## config.mk

```make
export PLATFORM = sky130hd
export DESIGN_NAME = byte_pattern_search_unit
export DESIGN_NICKNAME = d
export VERILOG_FILES = /design/src/bps_pkg.sv /design/src/bps_cell.sv /design/src/byte_pattern_search_unit.sv
export SDC_FILE = /design/constraint.sdc
export NUM_CORES = 2
export LEC_CHECK = 0
export BUFFER_PORTS_ARGS = -buffer_cell sky130_fd_sc_hd__buf_4
export CORE_MARGIN = 2
export CORE_UTILIZATION = 45
export CTS_CLUSTER_DIAMETER = 120
export DETAILED_ROUTE_END_ITERATION = 16
export RECOVER_POWER = 100
export SLEW_MARGIN = 30
export SYNTH_ARGS = -nofsm -noshare
export SYNTH_HDL_FRONTEND = slang
export SYNTH_SLANG_ARGS = --single-unit
```

## constraint.sdc

```tcl
create_clock -name clk -period 10.8 [get_ports clk]
set_clock_uncertainty 0.1 [all_clocks]
set_input_delay 0.54 -clock clk [delete_from_list [all_inputs] [get_ports clk]]
set_output_delay 0.54 -clock clk [all_outputs]
set_load 0.03 [all_outputs]
```

## src/bps_pkg.sv

```systemverilog
// byte pattern search: shared widths, command and register codes, cell control word
// and the ascii case folding function. No dependencies.
package bps_pkg;

  localparam int BYTE_W = 8;
  localparam int SLOT_W = 8;
  localparam int SLOT_COUNT = 256;
  localparam int LEN_W = 9;
  localparam int CMD_W = 2;
  localparam int APB_ADDR_W = 3;
  localparam int APB_DATA_W = 32;

  localparam int DEF_MAX_PATTERN = 256;
  localparam int DEF_ADDRESS_BITS = 32;

  localparam logic [CMD_W-1:0] CMD_LOAD = 2'd0;
  localparam logic [CMD_W-1:0] CMD_DATA = 2'd1;
  localparam logic [CMD_W-1:0] CMD_RESTART = 2'd2;

  localparam logic REG_LENGTH = 1'b0;
  localparam logic REG_CASE = 1'b1;

  localparam logic [BYTE_W-1:0] CHAR_UPPER_A = 8'h41;
  localparam logic [BYTE_W-1:0] CHAR_UPPER_Z = 8'h5A;
  localparam logic [BYTE_W-1:0] CASE_OFFSET = 8'h20;

  typedef struct packed {
    logic              load_en;
    logic              data_en;
    logic              clear;
    logic              kill;
    logic              ignore_case;
    logic [BYTE_W-1:0] data_c;
    logic [BYTE_W-1:0] pattern_byte;
    logic [SLOT_W-1:0] pattern_slot;
  } cell_ctrl_t;

  function automatic logic [BYTE_W-1:0] fold_byte(input logic [BYTE_W-1:0] b,
                                                  input logic ic);
    logic [BYTE_W-1:0] r;
    r = b;
    if (ic && b >= CHAR_UPPER_A && b <= CHAR_UPPER_Z) begin
      r = b + CASE_OFFSET;
    end
    return r;
  endfunction

endpackage

```

## src/bps_cell.sv

```systemverilog
// byte pattern search: one cell of the match chain, holding one pattern byte and
// one partial match bit, fed by its lower neighbor. Depends on bps_pkg.
module bps_cell #(
  parameter int INDEX = 0,
  parameter int MAX_PATTERN = bps_pkg::DEF_MAX_PATTERN
) (
  input  logic                           clk,
  input  logic                           rst,
  input  bps_pkg::cell_ctrl_t            ctrl,
  input  logic [$clog2(MAX_PATTERN)-1:0] last_idx,
  input  logic                           prev_bit,
  output logic                           match_bit
);
  import bps_pkg::*;

  localparam int IDX_W = $clog2(MAX_PATTERN);

  logic [BYTE_W-1:0] pattern;
  logic              slot_hit;
  logic              active;
  logic              prev_ok;
  logic              hit;

  always_comb begin
    slot_hit = 1'b0;
    for (int s = 0; s < SLOT_COUNT; s++) begin
      if ((s % MAX_PATTERN) == INDEX && ctrl.pattern_slot == SLOT_W'(s)) begin
        slot_hit = 1'b1;
      end
    end
  end

  assign active = IDX_W'(INDEX) <= last_idx;
  assign prev_ok = (INDEX == 0) ? 1'b1 : (prev_bit && !ctrl.kill);
  assign hit = active && prev_ok && (fold_byte(pattern, ctrl.ignore_case) == ctrl.data_c);

  always_ff @(posedge clk) begin
    if (ctrl.load_en && slot_hit) begin
      pattern <= ctrl.pattern_byte;
    end
  end

  always_ff @(posedge clk) begin
    if (rst) begin
      match_bit <= 1'b0;
    end else if (ctrl.data_en) begin
      match_bit <= hit;
    end else if (ctrl.clear || ctrl.kill) begin
      match_bit <= 1'b0;
    end
  end

endmodule

```

## src/byte_pattern_search_unit.sv

```systemverilog
// byte pattern search: top level with apb registers, the row of match cells,
// the match stage and the output register. Depends on bps_pkg and bps_cell.
//
// Usage: pattern bytes are loaded with cmd load words (pattern_slot, pattern_byte),
// then the memory stream is sent as cmd data words (data_byte, byte_address,
// present). A restart word clears any partial match. Every input word yields
// exactly one result word; found is set on the data word that completes a match,
// with match_address holding the start address, else match_address is zero.
// Matches never overlap. An absent byte drops any partial match.
// Registers: pattern_length at 0x0 (1..MAX_PATTERN), ignore_case at 0x4; write
// them only while no word is in flight.
// Results pass through the match stage and the output register. Throughput is one
// word per cycle unless stalled, as the cell row updates all partial bits at once.
// When result_ready is low, the output register and the match stage hold and
// item_ready drops once both are full; nothing is lost.
// Reset: partial bits and pipeline valids clear, pattern_length resets to 1,
// ignore_case to 0; pattern bytes are undefined until loaded.
module byte_pattern_search_unit #(
  parameter int MAX_PATTERN = bps_pkg::DEF_MAX_PATTERN,
  parameter int ADDRESS_BITS = bps_pkg::DEF_ADDRESS_BITS
) (
  input  logic                           clk,
  input  logic                           rst,
  input  logic                           psel,
  input  logic                           penable,
  input  logic                           pwrite,
  input  logic [bps_pkg::APB_ADDR_W-1:0] paddr,
  input  logic [bps_pkg::APB_DATA_W-1:0] pwdata,
  output logic [bps_pkg::APB_DATA_W-1:0] prdata,
  output logic                           pready,
  input  logic                           item_valid,
  output logic                           item_ready,
  input  logic [bps_pkg::CMD_W-1:0]      cmd,
  input  logic [bps_pkg::SLOT_W-1:0]     pattern_slot,
  input  logic [bps_pkg::BYTE_W-1:0]     pattern_byte,
  input  logic [bps_pkg::BYTE_W-1:0]     data_byte,
  input  logic [ADDRESS_BITS-1:0]        byte_address,
  input  logic                           present,
  output logic                           result_valid,
  input  logic                           result_ready,
  output logic                           found,
  output logic [ADDRESS_BITS-1:0]        match_address
);
  import bps_pkg::*;

  localparam int IDX_W = $clog2(MAX_PATTERN);

  logic [LEN_W-1:0]        pattern_length;
  logic                    ignore_case;
  logic [IDX_W-1:0]        last_idx;

  logic                    accept;
  logic                    data_en;
  logic                    clear_en;
  logic                    kill;
  cell_ctrl_t              ctrl;
  logic [MAX_PATTERN-1:0]  bits;

  logic                    a_valid;
  logic                    a_data;
  logic [ADDRESS_BITS-1:0] a_addr;
  logic                    a_move;
  logic                    found_a;

  // configuration port
  assign pready = 1'b1;

  always_ff @(posedge clk) begin
    if (rst) begin
      pattern_length <= LEN_W'(1);
      ignore_case <= 1'b0;
    end else if (psel && penable && pwrite && pready) begin
      unique case (paddr[2])
        REG_LENGTH: pattern_length <= pwdata[LEN_W-1:0];
        REG_CASE:   ignore_case <= pwdata[0];
        default:    ;
      endcase
    end
  end

  always_comb begin
    unique case (paddr[2])
      REG_LENGTH: prdata = APB_DATA_W'(pattern_length);
      REG_CASE:   prdata = APB_DATA_W'(ignore_case);
      default:    prdata = '0;
    endcase
  end

  always_comb begin
    if (pattern_length == '0) begin
      last_idx = '0;
    end else if (32'(pattern_length) > 32'(MAX_PATTERN)) begin
      last_idx = IDX_W'(MAX_PATTERN - 1);
    end else begin
      last_idx = IDX_W'(32'(pattern_length) - 32'd1);
    end
  end

  // handshake and cell control
  assign found_a = a_data && bits[last_idx];
  assign a_move = a_valid && (!result_valid || result_ready);
  assign item_ready = !a_valid || a_move;
  assign accept = item_valid && item_ready;
  assign data_en = accept && cmd == CMD_DATA && present;
  assign clear_en = accept && (cmd == CMD_RESTART || (cmd == CMD_DATA && !present));
  assign kill = a_move && found_a;

  always_comb begin
    ctrl.load_en = accept && cmd == CMD_LOAD;
    ctrl.data_en = data_en;
    ctrl.clear = clear_en;
    ctrl.kill = kill;
    ctrl.ignore_case = ignore_case;
    ctrl.data_c = fold_byte(data_byte, ignore_case);
    ctrl.pattern_byte = pattern_byte;
    ctrl.pattern_slot = pattern_slot;
  end

  for (genvar i = 0; i < MAX_PATTERN; i++) begin : g_cell
    logic prev_bit;
    if (i == 0) begin : g_first
      assign prev_bit = 1'b1;
    end else begin : g_rest
      assign prev_bit = bits[i-1];
    end
    bps_cell #(
      .INDEX(i),
      .MAX_PATTERN(MAX_PATTERN)
    ) u_cell (
      .clk(clk),
      .rst(rst),
      .ctrl(ctrl),
      .last_idx(last_idx),
      .prev_bit(prev_bit),
      .match_bit(bits[i])
    );
  end

  // match stage
  always_ff @(posedge clk) begin
    if (rst) begin
      a_valid <= 1'b0;
    end else if (accept) begin
      a_valid <= 1'b1;
    end else if (a_move) begin
      a_valid <= 1'b0;
    end
  end

  always_ff @(posedge clk) begin
    if (accept) begin
      a_data <= data_en;
      a_addr <= byte_address - ADDRESS_BITS'(last_idx);
    end
  end

  // output register
  always_ff @(posedge clk) begin
    if (rst) begin
      result_valid <= 1'b0;
    end else if (a_move) begin
      result_valid <= 1'b1;
    end else if (result_ready) begin
      result_valid <= 1'b0;
    end
  end

  always_ff @(posedge clk) begin
    if (a_move) begin
      found <= found_a;
      match_address <= found_a ? a_addr : '0;
    end
  end

  a_no_addr_without_match: assert property (@(posedge clk) disable iff (rst)
    result_valid && !found |-> match_address == '0)
    else $error("match_address set without a match");

  a_reset_empties: assert property (@(posedge clk)
    rst |=> !result_valid && !a_valid)
    else $error("pipeline not empty after reset");

  a_match_clears: assert property (@(posedge clk) disable iff (rst)
    kill && !data_en |=> bits == '0)
    else $error("partial bits survive a reported match");

  a_clear_cmd: assert property (@(posedge clk) disable iff (rst)
    clear_en |=> bits == '0)
    else $error("partial bits survive restart or absent byte");

endmodule

```

Word-level counts from Yosys, hierarchy flattened
Index checks and enable logic that the tools add are counted.
{"block": "word_totals", "rom_bits": 0, "mem_bits_rw": 0, "out_inout_bits": 68, "latchBits": 0, "n_memories": 0, "inputBits": 101, "register_bits": 2382}
{"block": "classes", "n_mux": 779, "n_reduce_logical": 1563, "shifts": 0, "bitwise": 1, "n_div": 0, "n_eq_ne": 513, "order_cmp": 772, "n_mul": 0, "addsub": 259}
{"operator": "$mux 8", "count": 259}
{"operator": "$add 8x6->8 const B", "count": 257}
{"operator": "$ge 8x7->1 const B", "count": 257}
{"operator": "$le 8x7->1 const B", "count": 257}
{"operator": "$eq 8x8->1", "count": 256}
{"operator": "$logic_and 1x1->1", "count": 1547}
{"operator": "$eq 8x8->1 const B", "count": 128}
{"operator": "$le 8x8->1 const A", "count": 128}
{"operator": "$mux 1", "count": 518}
{"operator": "$eq 8x7->1 const B", "count": 64}
{"operator": "$le 7x8->1 const A", "count": 64}
{"operator": "$eq 8x6->1 const B", "count": 32}
{"operator": "$le 6x8->1 const A", "count": 32}
{"operator": "$eq 8x5->1 const B", "count": 16}
{"operator": "$le 5x8->1 const A", "count": 16}
{"operator": "$eq 8x4->1 const B", "count": 8}
{"operator": "$le 4x8->1 const A", "count": 8}
{"operator": "$pmux 32 s2", "count": 1}
{"operator": "$eq 8x3->1 const B", "count": 4}
{"operator": "$le 3x8->1 const A", "count": 4}
{"operator": "$sub 32x8->32", "count": 1}
{"operator": "$eq 8x2->1 const B", "count": 2}
{"operator": "$le 1x8->1 const A", "count": 2}
{"operator": "$le 2x8->1 const A", "count": 2}
{"operator": "15 further kinds", "count": 24}

Longest topological paths before layout
{"block": "logic_depth", "ltp_word": 12, "depth_mapped": 23}

Worst setup path before layout
OpenSTA, ideal clock, no wires.
{"block": "synth_path", "path_type": "flip-flop to flip-flop", "start": "register pattern_length[0]", "end": "register a_addr[31], data pin", "setup_slack_ns": 5.983, "setup_ns": 0.271, "path_stages_with_launch": 23, "required_ns": 10.429, "t_arrival_ns": 4.445, "path_cell_list": "dfxtp_1 -> clkbuf_1 -> inv_1 -> buf_1 -> ha_1 -> buf_2 -> nor4b_4 -> a21oi_1 -> nor2_2 -> inv_1 -> buf_2 -> buf_1 -> ha_1 -> nor2b_1 -> o21ai_0 -> a21boi_0 -> o21ai_0 -> a21boi_0 -> o21a_1 -> o21ai_0 -> nand4_1 -> nor4_1 -> xor2_1"}
{"block": "synth_between", "elab_chain_cells": 4}
{"item": "from (decl)", "line_no": "byte_pattern_search_unit.sv:48", "source": "logic [LEN_W-1:0] pattern_length;"}
{"item": "from (signal assigned)", "line_no": "byte_pattern_search_unit.sv:74", "source": "REG_LENGTH: pattern_length <= pwdata[LEN_W-1:0];"}
{"item": "$sub 8x1->8 or $gt 9x9->1 (tied branches)", "line_no": "byte_pattern_search_unit.sv:95, byte_pattern_search_unit.sv:92"}
{"item": "$mux 8", "line_no": "byte_pattern_search_unit.sv:92", "source": "end else if (32'(pattern_length) > 32'(MAX_PATTERN)) begin"}
{"item": "$mux 8 *", "line_no": "byte_pattern_search_unit.sv:90", "source": "if (pattern_length == '0) begin"}
{"item": "$sub 32x8->32 *", "line_no": "byte_pattern_search_unit.sv:153", "source": "a_addr <= byte_address - ADDRESS_BITS'(last_idx);"}
{"item": "to (signal assigned)", "line_no": "byte_pattern_search_unit.sv:153"}
{"item": "to (decl)", "line_no": "byte_pattern_search_unit.sv:61", "source": "logic [ADDRESS_BITS-1:0] a_addr;"}
Every way passes the cells marked *; elsewhere a longest branch is shown, timed or not.
A chain may end at the register's enable or synchronous reset.

Worst setup path in the final report
{"block": "layout_path", "start": "register pattern_length[8]", "end": "register g_cell[198].u_cell.match_bit"}
{"block": "layout_between", "elab_chain_cells": 12}
{"item": "$gt 9x9->1", "line_no": "byte_pattern_search_unit.sv:92"}
{"item": "$mux 8", "line_no": "byte_pattern_search_unit.sv:92"}
{"item": "$mux 8 *", "line_no": "byte_pattern_search_unit.sv:90"}
{"item": "$bmux 1 s8", "line_no": "byte_pattern_search_unit.sv:100", "source": "assign found_a = a_data && bits[last_idx];"}
{"item": "$mux 1 (not written as such)", "line_no": "byte_pattern_search_unit.sv:100"}
{"item": "$logic_and 1x1->1", "line_no": "byte_pattern_search_unit.sv:100"}
{"item": "$logic_and 1x1->1", "line_no": "byte_pattern_search_unit.sv:106", "source": "assign kill = a_move && found_a;"}
{"item": "$logic_not 1->1", "line_no": "bps_cell.sv:34", "source": "assign prev_ok = (INDEX == 0) ? 1'b1 : (prev_bit && !ctrl.kill);"}
{"item": "$logic_and 1x1->1", "line_no": "bps_cell.sv:34"}
{"item": "$logic_and 1x1->1 (2 in a row)", "line_no": "bps_cell.sv:35", "source": "assign hit = active && prev_ok && (fold_byte(pattern, ctrl.ignore_case) == ctrl.data_c);"}
{"item": "$mux 1", "line_no": "bps_cell.sv:46", "source": "end else if (ctrl.data_en) begin"}
{"item": "to (signal assigned)", "line_no": "bps_cell.sv:47", "source": "match_bit <= hit;"}
{"item": "to (decl)", "line_no": "bps_cell.sv:12", "source": "output logic match_bit"}
Every way passes the cells marked *; elsewhere a longest branch is shown, timed or not. The select of a mux whose other input is x is not followed.

==> results.md <==
* Number of synthesized flops with an enable pin at 2114
* Netlist Area Pre-Place at 0.121 mm2
* Crit-path max cell delay at 1.15 ns
* DRT antenna net count at 0
* Min-delay src: byte_address[4]
* Register area at about 0.069 mm2
* Non-Filler Instances at roughly 15000
* CTS tree: done
* Critical Path Sink Type: flop
* Placed Instance Area at 0.127 mm2
* Clock transition at the registers of the reported paths at roughly 0.060 ns
* RSZ-0062 raised after global routing: false
* FF+latch count, synth at around 2400
* Pwr per Cell Area at 154 mW/mm2
* Post-CTS Repair Setup Buffers at 0
* Global-route wire length before repair at 582 mm
* R2R Path Start: pattern_length[8]
* Global route overflow at 0
* Max-slew headroom at -358%
* Crit. Startpoint: pattern_length[8]
* Core area at 0.268 mm2
* Initial antenna violation count at 28
* Number of I/O port buffers at 119
* Post-CTS sizing at 0
* WHS at 0.0474 ns
* Vias in the first global route at 86500
* Total clock sinks at 2382
* Minimum clock period at 9.05 ns
* Maximum clock path buffer count at 4
* Cells after Synth at approximately 11000
* Initial DRC count at 9643
* Peak supply drop at 0.147 mV
* Ys flop type: edfxtp_1
* Pin count of the biggest net entering global routing at 168
* Die Area at roughly 0.27 mm2
* Hold crit path type: input port to flop
* Final HPWL DP at 241 mm
* Final Hold Fails at 0
* Sequential area share after synthesis at 56.7%
* Synth cell types at 79
* Worst path cell trace: clkbuf_1, inv_1, clkbuf_1, a31oi_1, nor2_2, clkbuf_1, clkinvlp_2, buf_12, a221oi_1, o21ai_0, a31oi_1, a2111oi_0, o22ai_1, o41a_2, buf_12, a21boi_0
* Period utilization at 83.8%
* Final setup viols at 0
* CP startpoint kind: flop
* Critical path class: flop to flop
* F_max at between 100 and 150 MHz
* Count of final max-slew check failures at roughly 1900
* Layout cells sized above 1 at 6.47%
* Worst-Skew Late Latency at 0.89 ns
* Setup Total Neg Slack at 0 ns
* Critical Path Most Common Cell: clkbuf_1
* DP Worst Slack at approximately 4.0 ns
* Synth top area share at 52.3%
* # DRC at 0
* WL final at 412 mm
* Nets at roughly 11000
* 1st-pass router iterations at 8
* Final Cell Area at 0.135 mm2
* Crit-path leading delay family: buffers and inverters
* Pwr Total at between 20 and 25 mW
* Final Util at 50.5%
* Final WS setup at 1.75 ns
* Failing checks: capacitance limit, slew limit
* CTS Buf Count at 269
* CTS H-tree depth at 5
* Worst Max-Slew Pin Slew at ~6.9 ns
* Fill cells at 23100
* Initial core utilization at ~45%
* Vias per inst at 6.15
* CP arrival at between 9 and 10 ns
* Ys Warns at 0
* Most frequent cells in the layout: edfxtp_1 (2114), xor2_1 (1440), nor2_1 (839), nand2_1 (786), a21oi_1 (648)
* Status: complete, but fails checks
* Top cells by area, synth: edfxtp_1 (52%), xor2_1 (10%), xnor2_1 (4.6%)
* Leak Pwr at 43.2 nW
* Syn-to-layout area delta at 11.5%
* Die Wd at between 500 and 600 um
* Commonest non-fill, non-tap cell in the layout: edfxtp_1
* Drt wl/cell at around 28 um
* Slowest CP cell: clkbuf_1
* Vias at 89200
* Maxcap violations at 50
* Placed Instances at 14000
* Syn_area_per_cell at around 11 um2
* Global-route usage over all layers at between 20% and 30%
* Placer congestion estimate at around 0.92
* Synth area leader: edfxtp_1
* Worst endpoint required time at roughly 11 ns
* Clock Tree Root: clkbuf_16
* Crit-path max FO at roughly 170
* Die Ht at 523 um
* Share of synthesized registers carrying an async set or reset at 0%
* Area of the multi-input gates at between 0.04 and 0.05 mm2
* Site Rows at 190
* Ports at around 170
* Worst Path Buf+Inv at 7
path summary, 6_finish.rpt:
| path | cells after the start | slack [ns] | endpoint |
|---|---|---|---|
| max | 16 | 1.75 | g_cell[198].u_cell.match_bit |
| min reg2reg | 2 | 0.40 | g_cell[68].u_cell.match_bit |
| min | 4 | 0.05 | a_addr[4] |
| max reg2reg | 16 | 1.75 | g_cell[198].u_cell.match_bit |
worst register-to-register path: stages (launching register included):
cell        delay [ns]
dfxtp_1           0.30
clkbuf_1          0.89
inv_1             0.25
clkbuf_1          1.15
a31oi_1           0.53
nor2_2            0.19
clkbuf_1          1.03
clkinvlp_2        0.47
buf_12            0.35
a221oi_1          0.46
o21ai_0           0.29
a31oi_1           0.92
a2111oi_0         0.21
o22ai_1           0.47
o41a_2            0.27
buf_12            0.69
a21boi_0          0.37
per-layer routing:
metal,up-vias,global-route usage (%),share of wire (%)
met1,44700,37.7,39
met5,-,0,0.018
met4,10,14.7,5.7
met2,4379,47.1,46
li1,39000,-,-
met3,1115,5.86,9.8
cell families after synthesis:
logic type                 Yosys count  synth area share [%]
buffers and inverters              701                  2.44
adders and majority gates          267                  2.76
AOI/OAI and AO/OA                 1704                  8.40
and+or+nand+nor                   3353                  14.1
other                                2               0.00619
xor gates and xnor gates          2075                  15.0
muxes                               81                 0.668
DFF                               2382                  56.7
cell usage after synthesis, types with 6 or more instances:
master,number
clkbuf_1,246
ha_1,266
edfxtp_1,2114
nand3_1,122
inv_1,209
a2111oi_0,46
a21oi_1,654
nor2b_1,141
nor3_1,368
a41oi_1,6
nand2_1,791
xnor2_1,635
a21boi_0,8
xor2_1,1440
o32ai_1,6
a31oi_1,12
a211oi_1,10
dfxtp_1,268
buf_1,168
o21ai_0,509
a221oi_1,42
nor4_1,528
nor2_1,850
buf_4,26
buf_6,28
a22oi_1,66
or4_1,62
nor2b_4,90
a311oi_1,61
a32oi_1,84
buf_2,23
and2_1,49
or3_1,71
o31ai_1,11
o22ai_1,49
a21boi_1,25
nand2b_1,11
a21o_1,60
nand4_1,249
mux2i_1,81
power by group:
group / leakage (nW) / internal [mW] / switching [mW]
clock network: 4.32 / 5.50 / 3.74
logic: 17.6 / 0.381 / 1.16
registers: 21.2 / 10.1 / 0.0112
total: 43.2 / 15.9 / 4.91
repair_timing:
| item | CTS | global route |
|---|---|---|
| hold endpoints to repair | 39 | 0 |
| endpoints found under the setup margin | 0 | 0 |
| hold buffers | 65 | 0 |
registers in the layout, indices dropped and copies added, names as in the netlist:
register                 count
a_addr                      32
ignore_case                  1
g_cell.u_cell.pattern     2048
match_address               32
g_cell.u_cell.match_bit    256
a_data                       1
a_valid                      1
found                        1
result_valid                 1
pattern_length               9
layout make-up:
type,instances,area share [%]
Inverter,210,0.584
Antenna cell,11,0.0203
Timing Repair Buffer,372,2.19
Tap cell,3552,3.28
Sequential cell,2382,50.9
Clock inverter,120,0.982
Clock buffer,358,5.55
Multi-Input combinational cell,7504,36.5
Power figures use the tool's default switching activity.
